[config.mk]
export PLATFORM = sky130hd
export DESIGN_NAME = motor_link_frame_handler_top_flat
export DESIGN_NICKNAME = d
export VERILOG_FILES = /design/src/rtl/core/mlfh_pkg.sv /design/src/rtl/core/mlfh_stream_if.sv /design/src/rtl/core/mlfh_front.sv /design/src/rtl/core/mlfh_queue.sv /design/src/rtl/core/mlfh_back.sv /design/src/rtl/core/motor_link_frame_handler_top.sv /design/src/flat_wrapper.sv
export SDC_FILE = /design/constraint.sdc
export NUM_CORES = 1
export LEC_CHECK = 0
export ABC_AREA = 1
export BUFFER_PORTS_ARGS = -buffer_cell sky130_fd_sc_hd__buf_2
export CORE_MARGIN = 4
export CORE_UTILIZATION = 60
export CTS_BUF_LIST = sky130_fd_sc_hd__clkbuf_2
export DETAILED_ROUTE_END_ITERATION = 10
export GPL_TIMING_DRIVEN = 0
export HOLD_SLACK_MARGIN = 0.12
export PLACE_DENSITY = 0.79
export SLEW_MARGIN = 40
export SYNTH_ARGS = -nofsm -noshare
export SYNTH_HDL_FRONTEND = slang
export SYNTH_HIERARCHICAL = 1
export SYNTH_SLANG_ARGS = --single-unit
[constraint.sdc]
create_clock -name clk -period 6.5 [get_ports clk]
set_clock_uncertainty 0.2 [all_clocks]
set_input_delay 1.95 -clock clk [delete_from_list [all_inputs] [get_ports clk]]
set_output_delay 1.95 -clock clk [all_outputs]
set_load 0.005 [all_outputs]
[src/rtl/core/mlfh_pkg.sv]
// Shared types and constants of the motor link frame handler.
// Depends on nothing; every file of the block but mlfh_stream_if imports it.
package mlfh_pkg;

	// Framing of the link.
	localparam int          FRAME_BYTES = 7;
	localparam int          BODY_BYTES  = FRAME_BYTES - 2;
	localparam int          POS_W       = $clog2(FRAME_BYTES);
	localparam logic [7:0]  SYNC_BYTE   = 8'h5C;
	localparam logic [7:0]  TX_HEAD     = 8'hAA;
	localparam logic [7:0]  TX_TAIL     = 8'h55;
	localparam logic [3:0]  NIBBLE_SET  = 4'hF;

	// Result kinds.
	localparam logic [1:0]  KIND_SPEED    = 2'd0;
	localparam logic [1:0]  KIND_CSUM_ERR = 2'd1;
	localparam logic [1:0]  KIND_TX       = 2'd2;

	// Request type codes.
	localparam logic        REQ_RX_BYTE = 1'b0;
	localparam logic        REQ_COMMAND = 1'b1;

	// Index of a result within one job: 0 is the report, then the command bytes.
	localparam int          STEP_W      = $clog2(FRAME_BYTES + 1);

	typedef struct packed {
		logic        req_type;
		logic [7:0]  rx_byte;
		logic [15:0] motor_word;
		logic [15:0] servo_word;
	} req_t;

	typedef struct packed {
		logic [1:0]         out_kind;
		logic signed [15:0] left_speed;
		logic signed [15:0] right_speed;
		logic               ack_ok;
		logic               ready_flag;
		logic [7:0]         tx_byte;
		logic               last;
	} res_t;

	// One finished frame handed from the front to the back.
	// cmd_body[0] is frame byte 1 (motor high) and cmd_body[4] the sum.
	typedef struct packed {
		logic                        csum_err;
		logic                        with_cmd;
		logic signed [15:0]          left_speed;
		logic signed [15:0]          right_speed;
		logic                        ack_ok;
		logic                        ready_flag;
		logic [BODY_BYTES-1:0][7:0]  cmd_body;
	} job_t;

	// Write side of the job queue.
	typedef struct packed {
		logic push;
		job_t job;
	} job_wr_t;

	// Read side of the job queue.
	typedef struct packed {
		logic valid;
		logic full;
		job_t job;
	} job_rd_t;

endpackage

[src/rtl/core/mlfh_stream_if.sv]
// Valid/ready channel carrying one payload beat per handshake.
// Depends on nothing; the payload type is given by the instantiating level.
interface mlfh_stream_if #(
	parameter type payload_t = logic
) ();
	logic     valid;
	logic     ready;
	payload_t payload;

	modport source (output valid, output payload, input ready);
	modport sink   (input valid, input payload, output ready);
endinterface

[src/rtl/core/mlfh_front.sv]
// Front part: accepts request beats, deframes link bytes and keeps the
// pending command frame. Depends on mlfh_pkg and mlfh_stream_if.
module mlfh_front import mlfh_pkg::*; (
	input  logic          clk,
	input  logic          arst_n,
	mlfh_stream_if.sink   req,
	input  logic          q_full,
	output job_wr_t       wr
);

	logic [POS_W-1:0]           pos_q;
	logic [BODY_BYTES-1:0][7:0] body_q;
	logic [BODY_BYTES-1:0][7:0] cmd_q;
	logic                       pend_q;

	logic       accept;
	logic [7:0] rx_sum;
	logic [7:0] cmd_sum;
	logic       at_end;
	logic       bad_sum;

	// A beat is taken whenever the queue can hold a job.
	assign req.ready = !q_full;
	assign accept    = req.valid && req.ready;

	// Sum of the four speed bytes and of the four command bytes.
	assign rx_sum  = body_q[3] + body_q[2] + body_q[1] + body_q[0];
	assign cmd_sum = req.payload.motor_word[15:8] + req.payload.motor_word[7:0]
		+ req.payload.servo_word[15:8] + req.payload.servo_word[7:0];

	assign at_end  = (pos_q == POS_W'(FRAME_BYTES - 1));
	assign bad_sum = (rx_sum != req.payload.rx_byte);

	// Job for a completed frame.
	always_comb begin
		wr.push            = accept && (req.payload.req_type == REQ_RX_BYTE) && at_end;
		wr.job.csum_err    = bad_sum;
		wr.job.with_cmd    = pend_q && !bad_sum;
		wr.job.left_speed  = $signed({body_q[3], body_q[2]});
		wr.job.right_speed = $signed({body_q[1], body_q[0]});
		wr.job.ack_ok      = (body_q[4][7:4] == NIBBLE_SET);
		wr.job.ready_flag  = (body_q[4][3:0] == NIBBLE_SET);
		wr.job.cmd_body    = cmd_q;
	end

	// Deframer position and pending command flag.
	always_ff @(posedge clk or negedge arst_n) begin
		if (!arst_n) begin
			pos_q  <= '0;
			pend_q <= 1'b0;
		end else if (accept) begin
			if (req.payload.req_type == REQ_COMMAND) begin
				pend_q <= 1'b1;
			end else if (pos_q == '0) begin
				if (req.payload.rx_byte == SYNC_BYTE) begin
					pos_q <= POS_W'(1);
				end
			end else if (!at_end) begin
				pos_q <= pos_q + POS_W'(1);
			end else begin
				pos_q <= '0;
				if (!bad_sum) begin
					pend_q <= 1'b0;
				end
			end
		end
	end

	// Received frame body: bytes shift in, byte 1 ends up at the top.
	always_ff @(posedge clk) begin
		if (accept && (req.payload.req_type == REQ_RX_BYTE) && (pos_q != '0) && !at_end) begin
			body_q <= {body_q[BODY_BYTES-2:0], req.payload.rx_byte};
		end
	end

	// Pending command frame body.
	always_ff @(posedge clk or negedge arst_n) begin
		if (!arst_n) begin
			cmd_q <= '0;
		end else if (accept && (req.payload.req_type == REQ_COMMAND)) begin
			cmd_q[0] <= req.payload.motor_word[15:8];
			cmd_q[1] <= req.payload.motor_word[7:0];
			cmd_q[2] <= req.payload.servo_word[15:8];
			cmd_q[3] <= req.payload.servo_word[7:0];
			cmd_q[4] <= cmd_sum;
		end
	end

endmodule

[src/rtl/core/mlfh_queue.sv]
// Short job queue between the front and the back parts.
// Depends on mlfh_pkg.
module mlfh_queue import mlfh_pkg::*; #(
	parameter int DEPTH = 2
) (
	input  logic    clk,
	input  logic    arst_n,
	input  job_wr_t wr,
	input  logic    pop,
	output job_rd_t rd
);

	localparam int PTR_W = $clog2(DEPTH);
	localparam int CNT_W = $clog2(DEPTH + 1);

	job_t             mem_q [DEPTH];
	logic [PTR_W-1:0] wr_ptr_q;
	logic [PTR_W-1:0] rd_ptr_q;
	logic [CNT_W-1:0] cnt_q;

	assign rd.valid = (cnt_q != '0);
	assign rd.full  = (cnt_q == CNT_W'(DEPTH));
	assign rd.job   = mem_q[rd_ptr_q];

	// Storage.
	always_ff @(posedge clk) begin
		if (wr.push) begin
			mem_q[wr_ptr_q] <= wr.job;
		end
	end

	// Pointers and fill count.
	always_ff @(posedge clk or negedge arst_n) begin
		if (!arst_n) begin
			wr_ptr_q <= '0;
			rd_ptr_q <= '0;
			cnt_q    <= '0;
		end else begin
			if (wr.push) begin
				wr_ptr_q <= (wr_ptr_q == PTR_W'(DEPTH - 1)) ? '0 : wr_ptr_q + PTR_W'(1);
			end
			if (pop) begin
				rd_ptr_q <= (rd_ptr_q == PTR_W'(DEPTH - 1)) ? '0 : rd_ptr_q + PTR_W'(1);
			end
			if (wr.push && !pop) begin
				cnt_q <= cnt_q + CNT_W'(1);
			end else if (pop && !wr.push) begin
				cnt_q <= cnt_q - CNT_W'(1);
			end
		end
	end

endmodule

[src/rtl/core/mlfh_back.sv]
// Back part: turns each queued job into its result beats, one per cycle while
// res.ready allows, through an output register. Depends on mlfh_pkg, mlfh_stream_if.
module mlfh_back import mlfh_pkg::*; (
	input  logic           clk,
	input  logic           arst_n,
	input  job_rd_t        rd,
	output logic           pop,
	mlfh_stream_if.source  res
);

	logic [STEP_W-1:0] step_q;
	logic              valid_q;
	res_t              res_q;

	logic              load;
	logic              is_last;
	res_t              next_res;

	assign res.valid   = valid_q;
	assign res.payload = res_q;

	// The output register takes a new beat when empty or being emptied.
	assign load = rd.valid && (!valid_q || res.ready);
	assign pop  = load && is_last;

	// Result for the current step of the head job.
	always_comb begin
		next_res = '0;
		is_last  = 1'b0;
		if (step_q == '0) begin
			is_last = rd.job.csum_err || !rd.job.with_cmd;
			if (rd.job.csum_err) begin
				next_res.out_kind = KIND_CSUM_ERR;
			end else begin
				next_res.out_kind    = KIND_SPEED;
				next_res.left_speed  = rd.job.left_speed;
				next_res.right_speed = rd.job.right_speed;
				next_res.ack_ok      = rd.job.ack_ok;
				next_res.ready_flag  = rd.job.ready_flag;
			end
		end else begin
			next_res.out_kind = KIND_TX;
			is_last           = (step_q == STEP_W'(FRAME_BYTES));
			if (step_q == STEP_W'(1)) begin
				next_res.tx_byte = TX_HEAD;
			end else if (step_q == STEP_W'(FRAME_BYTES)) begin
				next_res.tx_byte = TX_TAIL;
			end else begin
				next_res.tx_byte = rd.job.cmd_body[step_q - STEP_W'(2)];
			end
		end
		next_res.last = is_last;
	end

	// Step counter and output valid.
	always_ff @(posedge clk or negedge arst_n) begin
		if (!arst_n) begin
			step_q  <= '0;
			valid_q <= 1'b0;
		end else if (load) begin
			valid_q <= 1'b1;
			step_q  <= is_last ? '0 : step_q + STEP_W'(1);
		end else if (res.ready) begin
			valid_q <= 1'b0;
		end
	end

	// Output payload.
	always_ff @(posedge clk) begin
		if (load) begin
			res_q <= next_res;
		end
	end

endmodule

[src/rtl/core/motor_link_frame_handler_top.sv]
// Top level of the motor link frame handler: front, job queue and back.
// Depends on mlfh_pkg, mlfh_stream_if, mlfh_front, mlfh_queue and mlfh_back.
//
// Channels: req carries request beats (a received link byte or a new motor
// and servo command); res carries result beats (speed report, checksum error
// or command byte to transmit), with last set on the final beat of a frame.
// A beat moves when valid and ready are both high at a rising edge of clk.
//
// Throughput: one request beat per cycle while the queue is not full. The
// front deframes and classifies each byte in the cycle it arrives; a
// completed frame becomes a job in a queue of QUEUE_DEPTH entries. The back
// delivers one result beat per cycle while the receiver is ready; a frame
// with a pending command gives eight result beats. The first result beat of
// a frame passes through the queue and then the output register.
//
// When the receiver stalls, the output register holds its beat and the
// queue fills; req.ready falls only when the queue is full. Asynchronous
// reset (arst_n low) empties the queue and the output register, returns the
// deframer to idle and clears the pending command.
module motor_link_frame_handler_top import mlfh_pkg::*; #(
	parameter int QUEUE_DEPTH = 2
) (
	input  logic          clk,
	input  logic          arst_n,
	mlfh_stream_if.sink   req,
	mlfh_stream_if.source res
);

	job_wr_t wr;
	job_rd_t rd;
	logic    pop;

	mlfh_front u_front (
		.clk    (clk),
		.arst_n (arst_n),
		.req    (req),
		.q_full (rd.full),
		.wr     (wr)
	);

	mlfh_queue #(
		.DEPTH (QUEUE_DEPTH)
	) u_queue (
		.clk    (clk),
		.arst_n (arst_n),
		.wr     (wr),
		.pop    (pop),
		.rd     (rd)
	);

	mlfh_back u_back (
		.clk    (clk),
		.arst_n (arst_n),
		.rd     (rd),
		.pop    (pop),
		.res    (res)
	);

	// The front never pushes into a full queue.
	a_no_push_full: assert property (@(posedge clk) disable iff (!arst_n)
		wr.push |-> !rd.full)
		else $error("job pushed into a full queue");

	// The back only pops a job that is present.
	a_pop_valid: assert property (@(posedge clk) disable iff (!arst_n)
		pop |-> rd.valid)
		else $error("job popped from an empty queue");

	// A checksum error is always a frame's only result.
	a_err_last: assert property (@(posedge clk) disable iff (!arst_n)
		(res.valid && (res.payload.out_kind == KIND_CSUM_ERR)) |-> res.payload.last)
		else $error("checksum error not marked last");

	// The last transmit beat is the frame tail.
	a_tx_tail: assert property (@(posedge clk) disable iff (!arst_n)
		(res.valid && (res.payload.out_kind == KIND_TX) && res.payload.last)
			|-> (res.payload.tx_byte == TX_TAIL))
		else $error("last transmit beat is not the tail byte");

endmodule

[src/flat_wrapper.sv]
// flat-port wrapper written by rule: the top's interface ports become plain ports
module motor_link_frame_handler_top_flat import mlfh_pkg::*;
#(
	parameter int QUEUE_DEPTH = 2
)
  (clk, arst_n, req_valid, req_payload, req_ready, res_valid, res_payload, res_ready);
  mlfh_stream_if #(.payload_t(req_t)) req_i ();
  mlfh_stream_if #(.payload_t(res_t)) res_i ();
  input  logic clk;
  input  logic arst_n;
  input wire logic [$bits(req_i.valid)-1:0] req_valid;
  input wire logic [$bits(req_i.payload)-1:0] req_payload;
  output wire logic [$bits(req_i.ready)-1:0] req_ready;
  output wire logic [$bits(res_i.valid)-1:0] res_valid;
  output wire logic [$bits(res_i.payload)-1:0] res_payload;
  input wire logic [$bits(res_i.ready)-1:0] res_ready;
  assign req_i.valid = req_valid;
  assign req_i.payload = req_payload;
  assign req_ready = req_i.ready;
  assign res_valid = res_i.valid;
  assign res_payload = res_i.payload;
  assign res_i.ready = res_ready;
  motor_link_frame_handler_top #(.QUEUE_DEPTH(QUEUE_DEPTH)) u_core (.clk(clk), .arst_n(arst_n), .req(req_i), .res(res_i));
endmodule
==> Yosys cells after proc, flatten, opt, wreduce, memory -nomap -nowiden <==
Memory sizes are Yosys's and may differ from the RTL's.
Cells that the tools add are included.
{ "classes": {"n_reduce_logical": 31, "order_cmp": 1, "n_addsub": 13, "n_bitwise": 2, "eq_ne": 11, "muxes": 22} }
{ "op_table": {"columns": ["operator", "count"], "rows": [
  ["$add 8x8->8", 6],
  ["$bmux 8 s3", 1],
  ["$mux 8", 3],
  ["$mux 1", 12],
  ["$mux 3", 4],
  ["$logic_and 1x1->1", 11],
  ["$eq 4x4->1 const B", 2],
  ["$eq 8x7->1 const B", 1],
  ["$ne 8x8->1", 1],
  ["$reduce_bool 2->1", 4],
  ["$logic_not 1->1", 7],
  ["$add 3x1->3 const B", 2],
  ["$eq 3x3->1 const B", 2],
  ["$logic_not 3->1", 2],
  ["$lt 3x4->1 const B", 1],
  ["$mux 2", 2],
  ["$ne 2x2->1 const B", 2],
  ["$reduce_and 4->1", 1],
  ["$reduce_or 2->1", 2],
  ["$eq 3x1->1 const B", 1],
  ["$reduce_and 3->1", 1],
  ["$reduce_bool 3->1", 1],
  ["$sub 3x2->3 const B", 1],
  ["$add 1x1->1 const B", 2],
  ["6 further kinds", 8]
]} }
{ "totals": {"ff_bits": 137, "ramBits": 152, "elab_cells": 106, "output_inout_bits": 47, "mem_count": 1, "input_bits": 45} }
{ "memory_table": {"columns": ["memory", "words", "width", "rd", "rd_ports_with_merged_regs", "wr", "line", "rtl"], "rows": [
  ["u_core.u_queue.mem_q", 2, 76, 1, 0, 1, "mlfh_queue.sv:16", "job_t mem_q [DEPTH];"]
]} }

==> Longest topological paths before layout <==
Gate-level depths: netlist (run 1).
{ "logic_depth": {"depth_word": 9, "ltp_mapped": 17} }

==> Cells and area by module <==
The synthesis (run 1) kept the hierarchy.
{ "by_module_without_submodules": {"columns": ["mod", "seq_area_each_um2", "area_per_inst_um2", "cells_per_inst", "instances"], "rows": [
  ["mlfh_queue", 4664.5, 5826.8, 262, 1],
  ["mlfh_front", 2302.2, 4564.4, 459, 1],
  ["mlfh_back", 1451.4, 2493.6, 278, 1]
]} }

==> Worst setup path after synthesis (run 1) <==
No wires, ideal clock.
{ "synth_path": {"path_kind": "input -> register", "start": "input req_valid", "end": "memory u_core/u_queue/mem_q[0][0] (netlist bit) (enable)", "t_arrival_ns": 5.671, "setup_slack_ns": 0.118, "stages": 6, "setup_time_ns": 0.511, "path_cell_list": "nand2_1 > nor2_1 > inv_1 > nor2_1 > inv_1 > nor2_1"} }
{ "synth_lines": {"columns": ["item", "line", "rtl"], "rows": [
  ["start: declaration", "flat_wrapper.sv:11", "input wire logic [$bits(req_i.valid)-1:0] req_valid;"],
  ["end: declaration", "mlfh_queue.sv:16", null]
]} }

==> Worst setup path in the final report (run 1) <==
{ "layout_path": {"start": "input req_payload[1]", "end": "register u_core.u_front.cmd_q (netlist bit u_core/u_front/wr[39])"} }
{ "layout_via": {"elab_chain_len": 1} }
{ "layout_lines": {"columns": ["item", "line", "rtl"], "rows": [
  ["start: declaration", "flat_wrapper.sv:12", "input wire logic [$bits(req_i.payload)-1:0] req_payload;"],
  ["$add 8x8->8", "mlfh_front.sv:29", "+ req.payload.servo_word[15:8] + req.payload.servo_word[7:0];"],
  ["end: declaration", "mlfh_front.sv:13", "logic [BODY_BYTES-1:0][7:0] cmd_q;"]
]} }
Every way passes these cells.
A chain may end at the register's enable or synchronous reset.

==> flow_summary.ini, run 1 <==
[power_and_ir_drop]
power_density_mw_per_mm2 = 416.2
leakagePower_nw = 6.496
power_switching_mw = 2.113
seqPwrFrac_pct = 44.3
p_sw_share_pct = 34.71
share_comb_of_total_power_pct = 34.3
peakVddDrop_mv = 0.2418
p_clk_share_pct = 21.4
p_int_mw = 3.974

[placement]
placed_cells = 1378
portBuffers = 91
dp_hpwl_um = 17650
place.gp.congestion = 0.8665
dpl_cell_area_sq_mm = 0.01388

[critical_path]
critPathArrivalTime_ns = 4.63
required_ns = 6.97
critical_path.startpoint = req_payload[1]
worstPathMaxFanout = 2
critPathLaunchType = input pin
r2r-start = u_core/u_front/wr[43]
crit_type = input pin to register
endpoint_kind = register

[route]
drt_pass1_iterations = 5
drt-total-wl_um = 25030
route.detailed.drc = 0
drt_iter0_drc = 711
antenna_left = 0
vias = 7779
post_drt_wl_per_cell_um = 16.61
avgViaCountPerCell = 5.162

[cells_and_area]
drive_above_1_share_pct = 29.89
syn2layout_area_growth_pct = 13.48
instances_no_fill = 1507
finalInstanceArea_sq_mm = 0.01462
layout_commonest_cell = edfxtp_1
nets = 1268
final_cell_mix = edfxtp_1, nand2_1, inv_1

[synth]
synth_cell_type_count = 36
synthCells = 999
synth_fp_nets = 1092
synth-seq-cells = 289
synthesis.area_sq_mm = 0.01288
avgSynthCellArea_sq_um = 12.90
seq_area_frac_synth_pct = 65.33
yosysWarnings = 6

[clock_tree]
cts_tree = built
cts.sinks = 289
numCtsBuffers = 70
worstSkewPairLatency_ns = 0.82
cts_setup_buffers = 0
cts_max_level = 3
holdBufCountCts = 0
cts_resized = 0
path_clk_slew_ns = 0.09
root_buffer = clkbuf_2
clockBufferDepth = 3

[floorplanning]
start_util_pct = 61.10
ios = 92
dieArea_sq_mm = 0.02388
core-area_sq_mm = 0.02109
rows = 53
die_w_um = 154.5
die_height_um = 154.5

[grt]
track_usage_pct = 21.30
grt_max_degree = 57
grt_pass1_vias = 7747
grt_overflow = 0
antenna_found_initial = 1
grt_first_pass_wirelength_um = 39600

[sta]
finalCritPeriodShare_pct = 64.00
rsz0062_at_grt = no
slew_viol_final = 0
finalSetupViolCount = 0
slew_headroom_pct = 53.12
max_freq_mhz = 240.4
worst_pin_slew_ns = 0.7033
hold_viol = 0
period_minus_slack_ns = 4.160

[run]
drv_cap = 0

[min_path]
min_path_type = register to register
min_from = u_core/u_front/wr[56]

[outcome]
outcome = finished, final reports clean
Yosys cell counts:
cell type | count | area (sq um)
a21oi_1 | 9 | 45.04
a2bb2oi_1 | 1 | 8.760
buf_12 | 1 | 20.02
buf_2 | 12 | 60.06
buf_4 | 33 | 247.7
buf_6 | 4 | 45.04
buf_8 | 3 | 45.04
clkbuf_1 | 4 | 15.01
clkbuf_8 | 2 | 27.53
clkinv_1 | 1 | 3.750
dfrtp_1 | 52 | 1301
edfxtp_1 | 237 | 7117
fa_1 | 28 | 560.5
ha_1 | 20 | 250.2
inv_1 | 114 | 427.9
inv_2 | 2 | 7.510
mux2_2 | 46 | 518.0
mux2_4 | 30 | 450.4
nand2_1 | 236 | 885.9
nand2_2 | 1 | 6.260
nand3_1 | 54 | 270.3
nand3_2 | 1 | 10.01
nand3b_1 | 1 | 7.510
nand4_1 | 6 | 37.54
nor2_1 | 59 | 221.5
nor2_2 | 1 | 6.260
nor2_4 | 1 | 11.26
nor3_1 | 5 | 25.02
nor3_2 | 1 | 10.01
nor4_1 | 2 | 12.51
o211ai_1 | 1 | 7.510
o21ai_0 | 9 | 45.04
o22ai_1 | 1 | 6.260
or2_2 | 5 | 31.28
xnor2_1 | 8 | 70.07
xor2_1 | 8 | 70.07
critical path, cell delays in order:
cell and delay (ns):
buf_2 0.12, fa_1 0.49, fa_1 0.53, ha_1 0.20, inv_1 0.06, fa_1 0.41, o21ai_0 0.26, nand2_1 0.11
nand2_1 0.09, a21oi_1 0.10, nand3b_1 0.17, nand3_1 0.08, nand2_1 0.06
worst paths after layout:
check	to	depth (start not counted)	slack (ns)
worst max-delay path	u_core/u_front/wr[39]	13	2.34
worst min-delay path	u_core/u_front/wr[64]	0	0.22
worst max register to register	u_core/u_queue/mem_q[1][75]	15	2.72
worst min register to register	u_core/u_front/wr[64]	0	0.22
max in group asynchronous	u_core/u_back/res.valid	1	4.61
min in group asynchronous	u_core/u_front/wr[0]	1	0.97
power by group through the flow:
stage | Combinational (mW) | Sequential [mW] | Clock [mW]
global route | 2.31 | 2.73 | 1.45
detailed placement | 2.07 | 2.74 | 0
finish | 2.09 | 2.69 | 1.30
CTS | 2.09 | 2.69 | 1.34
floorplan | 1.42 | 2.71 | 0
global placement | 1.97 | 2.73 | 0
area by class of cell:
class	instances	area, sq um
plain buffers	59	460.4
clock inverters	20	198.9
flip-flops and latches	289	8418
fillers	1434	6466
well taps	275	344.1
multi-input cells	534	3580
clock buffers	108	540.5
inverters	117	446.7
repair buffers	104	630.6
diodes	1	2.502
sequential cells by signal (all words and copies together), names as in the netlist, 2 cells and up:
register	flops
u_core/u_back/res.payload	45
u_core/u_front/wr	72
u_core/u_queue/mem_q	152
u_core/u_front/pos_q	3
u_core/u_front/body_q	8
u_core/u_queue/cnt_q	2
u_core/u_back/step_q	3
per-layer routing:
metal	GRT usage, %	vias to the layer above	part of all wire [%]
met2	32.72	298	48
met3	4.757	29	7.4
met1	30.55	3738	43
li1	-	3714	-
met5	0	-	0
met4	7.443	0	1.6
metrics by stage:
step           power, mW  setup TNS [ns]  utilization, %  setup slack [ns]  hold WS [ns]
5_1_grt            6.495               0           69.34             2.273        0.2789
4_1_cts            6.123               0           69.32             2.439        0.2074
3_3_place_gp       4.705         -181.15           64.89            -1.997        0.2449
6_report           6.086               0           69.34             2.340        0.2182
2_1_floorplan      4.124               0               -            0.1182        0.2417
3_5_place_dp       4.809               0           65.82             1.594        0.2547
cell families after synthesis:
family          synth area share (%)
fa+ha+maj                      6.293
xor+xnor                       1.088
simple gates                   11.91
flops                          65.33
compound gates                0.8740
mux                            7.516
buf+inv                        6.982
(Power assumes the default switching activity.)
==> run 2: changes to the inputs <==
--- a/config.mk
+++ b/config.mk
@@ -5,15 +5,15 @@
 export SDC_FILE = /design/constraint.sdc
 export NUM_CORES = 1
 export LEC_CHECK = 0
-export ABC_AREA = 1
+export ABC_AREA = 0
 export BUFFER_PORTS_ARGS = -buffer_cell sky130_fd_sc_hd__buf_2
 export CORE_MARGIN = 4
-export CORE_UTILIZATION = 60
+export CORE_UTILIZATION = 56
 export CTS_BUF_LIST = sky130_fd_sc_hd__clkbuf_2
 export DETAILED_ROUTE_END_ITERATION = 10
 export GPL_TIMING_DRIVEN = 0
 export HOLD_SLACK_MARGIN = 0.12
-export PLACE_DENSITY = 0.79
+export PLACE_DENSITY = 0.78
 export SLEW_MARGIN = 40
 export SYNTH_ARGS = -nofsm -noshare
 export SYNTH_HDL_FRONTEND = slang
==> constraint.sdc (replaced) <==
create_clock -name clk -period 3.65 [get_ports clk]
set_clock_uncertainty 0.2 [all_clocks]
set_input_delay 1.095 -clock clk [delete_from_list [all_inputs] [get_ports clk]]
set_output_delay 1.095 -clock clk [all_outputs]
set_load 0.005 [all_outputs]
==> run 2 against run 1 <==
The run now ends with negative setup slack left. First-iteration DRC count decreased by 33%. Critical path depth decreased by 2. Worst setup slack worse by 2.5 ns. Synthesized area decreased by 2.7%. Hold slack improved by 0.046 ns. Register-to-register slack lost 2.9 ns.
==> flow_summary.ini, run 2 <==
[power_and_ir_drop]
share_comb_of_total_power_pct = 33.0
total_power_mw = 10.27
p_clk_share_pct = 20.6
power_density_mw_per_mm2 = 718.1
seqPwrFrac_pct = 46.3
leakagePower_nw = 5.821
peakVddDrop_mv = 0.2850
power_switching_mw = 3.430
p_sw_share_pct = 33.38
p_int_mw = 6.844

[critical_path]
r2r-start = u_core/u_front/wr[43]
cp_slowest_stage_delay_ns = 0.55
required_ns = 4.02
worst-path-stages = 11
r2r_cells = 11
worstPathMaxFanout = 2
worstPathCellList = fa_1, inv_1, fa_1, inv_1, ha_2, fa_1, xor2_1, a2111oi_2, o2111ai_2, buf_4, nor4b_4
endpoint_kind = register
critPathArrivalTime_ns = 4.22
critPathLaunchType = register
cpMostUsedCell = fa_1
crit_family = adder cells
slowest_stage = fa_1
rr_endpoint = u_core/u_queue/mem_q[0][74]
path_buf_inv = 3
rrSetupSlack_ns = -0.20
crit_type = register to register

[cells_and_area]
nets = 1071
num-fill-cells = 1560
largest_reg_flops = 152
ff_latch_area_sq_mm = 0.008418
final_cell_mix = edfxtp_1, nand2_1, clkbuf_2
drive_above_1_share_pct = 35.43
instances_no_fill = 1314
layout_commonest_cell = edfxtp_1
syn2layout_area_growth_pct = 14.16
largest-register = u_core/u_queue/mem_q
multiInputGateArea_sq_mm = 0.003685

[grt]
grt_pass1_vias = 7208
grt_max_degree = 53
antenna_found_initial = 1
track_usage_pct = 20.33
grt_first_pass_wirelength_um = 38790
grt_overflow = 0

[clock_tree]
cts.sinks = 289
numCtsBuffers = 69
cts_tree = built
worstSkewPairLatency_ns = 0.80
root_buffer = clkbuf_2
clockBufferDepth = 3
path_clk_slew_ns = 0.10
cts_max_level = 3

[floorplanning]
rows = 54
die_height_um = 157.6
ios = 92
die_w_um = 157.6
dieArea_sq_mm = 0.02484
core-area_sq_mm = 0.02189
start_util_pct = 57.25

[placement]
dp_hpwl_um = 17100
place.gp.congestion = 0.8127
placed_cells = 1180
portBuffers = 91

[synth]
synth_top_area_share_pct = 56.78
synthesis.area_sq_mm = 0.01253
synth_most_common_cell = edfxtp_1
synth_adder_area_share_pct = 6.469
seq_area_frac_synth_pct = 67.17
yosysTopAreaCell = edfxtp_1
synthFlopType = edfxtp_1
synth_top_family_by_area = multiplexers
synth_xor_area_share_pct = 1.957
synth.mux.area_fraction_pct = 8.835
synthCells = 802
async_flop_share_pct = 17.99
avgSynthCellArea_sq_um = 15.63
synth_compound_area_share_pct = 3.424
yosysWarnings = 6
synth_area_leaders = edfxtp_1, dfrtp_1, mux2_2
synth_edf_count = 237
synth_cell_type_count = 54
synth-seq-cells = 289
synth_simple_gate_area_share_pct = 8.206
synth_common_cells = edfxtp_1, nand2_1, mux2_2
synth_fp_nets = 895

[route]
drt_iter0_drc = 478
vias = 7035
drt_pass1_iterations = 7
antenna_left = 0
route.detailed.drc = 0
avgViaCountPerCell = 5.354
post_drt_wl_per_cell_um = 18.58
drt-total-wl_um = 24410

[min_path]
min_path_type = register to register
hold_depth = 0
hold_path_end = u_core/u_queue/mem_q[0][13]
min_from = u_core/u_front/wr[13]

[run]
drv_cap = 0

[sta]
finalCritPeriodShare_pct = 105.5
finalSetupViolCount = 5
setup_ws_ns = -0.2001
rsz0062_at_grt = yes
max_freq_mhz = 259.7
hold_viol = 0
slew_headroom_pct = 53.22
period_minus_slack_ns = 3.850
holdWs_ns = 0.2639
slew_viol_final = 0
worst_pin_slew_ns = 0.7017

[outcome]
failed_checks = negative setup slack
outcome = finished with violations
[run 2: stage by stage]
stage           TNS, ns  util, %  area, sq um  setup slack, ns
2_1_floorplan  -0.03517        -        12550         -0.03517
3_3_place_gp    -106.05    61.02        13360          -0.8537
3_5_place_dp     -1.692    61.89        13550          -0.3230
4_1_cts         -0.5309    65.19        14270          -0.1514
5_1_grt         -0.8907    65.36        14310          -0.2522
6_report        -0.5385    65.36        14310          -0.2001
[run 2: layout make-up]
cell class                      instances  area share (%)
Clock inverter                         21          0.9707
Tap cell                              280           2.449
Clock buffer                          105           3.673
Inverter                               22          0.6122
Timing Repair Buffer                  106           4.880
Sequential cell                       289           58.84
Antenna cell                            1         0.01749
Multi-Input combinational cell        433           25.75
Buffer                                 57           2.807
[run 2: per-layer routing]
metal | GRT usage (%) | routed length [um] | vias up
li1 | - | - | 3256
met1 | 29.63 | 10840 | 3505
met2 | 30.82 | 11510 | 235
met3 | 4.784 | 1613 | 39
met4 | 6.555 | 444 | 0
met5 | 0 | 0 | -
[run 2: worst max-delay path by stage]
stage / startpoint / to / slack [ns]
3_3_place_gp: req_valid / u_core/u_queue/mem_q[0][73] / -0.85
5_1_grt: u_core/u_front/wr[59] / u_core/u_queue/mem_q[0][74] / -0.25
2_1_floorplan: req_payload[17] / u_core/u_front/wr[39] / -0.04
3_5_place_dp: u_core/u_front/wr[43] / u_core/u_queue/mem_q[0][74] / -0.32
4_1_cts: u_core/u_front/wr[51] / u_core/u_queue/mem_q[1][75] / -0.15
6_report: u_core/u_front/wr[43] / u_core/u_queue/mem_q[0][74] / -0.20
[run 2: power groups by stage]
stage | Clock [mW] | Sequential [mW] | Combinational, mW
5_1_grt | 2.39 | 4.83 | 3.70
2_1_floorplan | 0 | 4.75 | 2.23
4_1_cts | 2.18 | 4.76 | 3.32
3_3_place_gp | 0 | 4.81 | 3.10
6_report | 2.12 | 4.76 | 3.39
3_5_place_dp | 0 | 4.83 | 3.24
[run 2: cell families after synthesis]
kind of cell,after synthesis
AOI/OAI and AO/OA,62
and+or+nand+nor,206
muxes,89
buffers and inverters,80
DFF,289
adders and majority gates,48
xor gates and xnor gates,28
[run 2: repair_timing]
item | in CTS | in global routing
buffers inserted | 4 | 3
pin swaps | 8 | 9
hold buffers | 1 | 0
gates resized for setup | 4 | 2
setup endpoints to repair | 4 | 5
endpoints found under the hold margin | 38 | 0
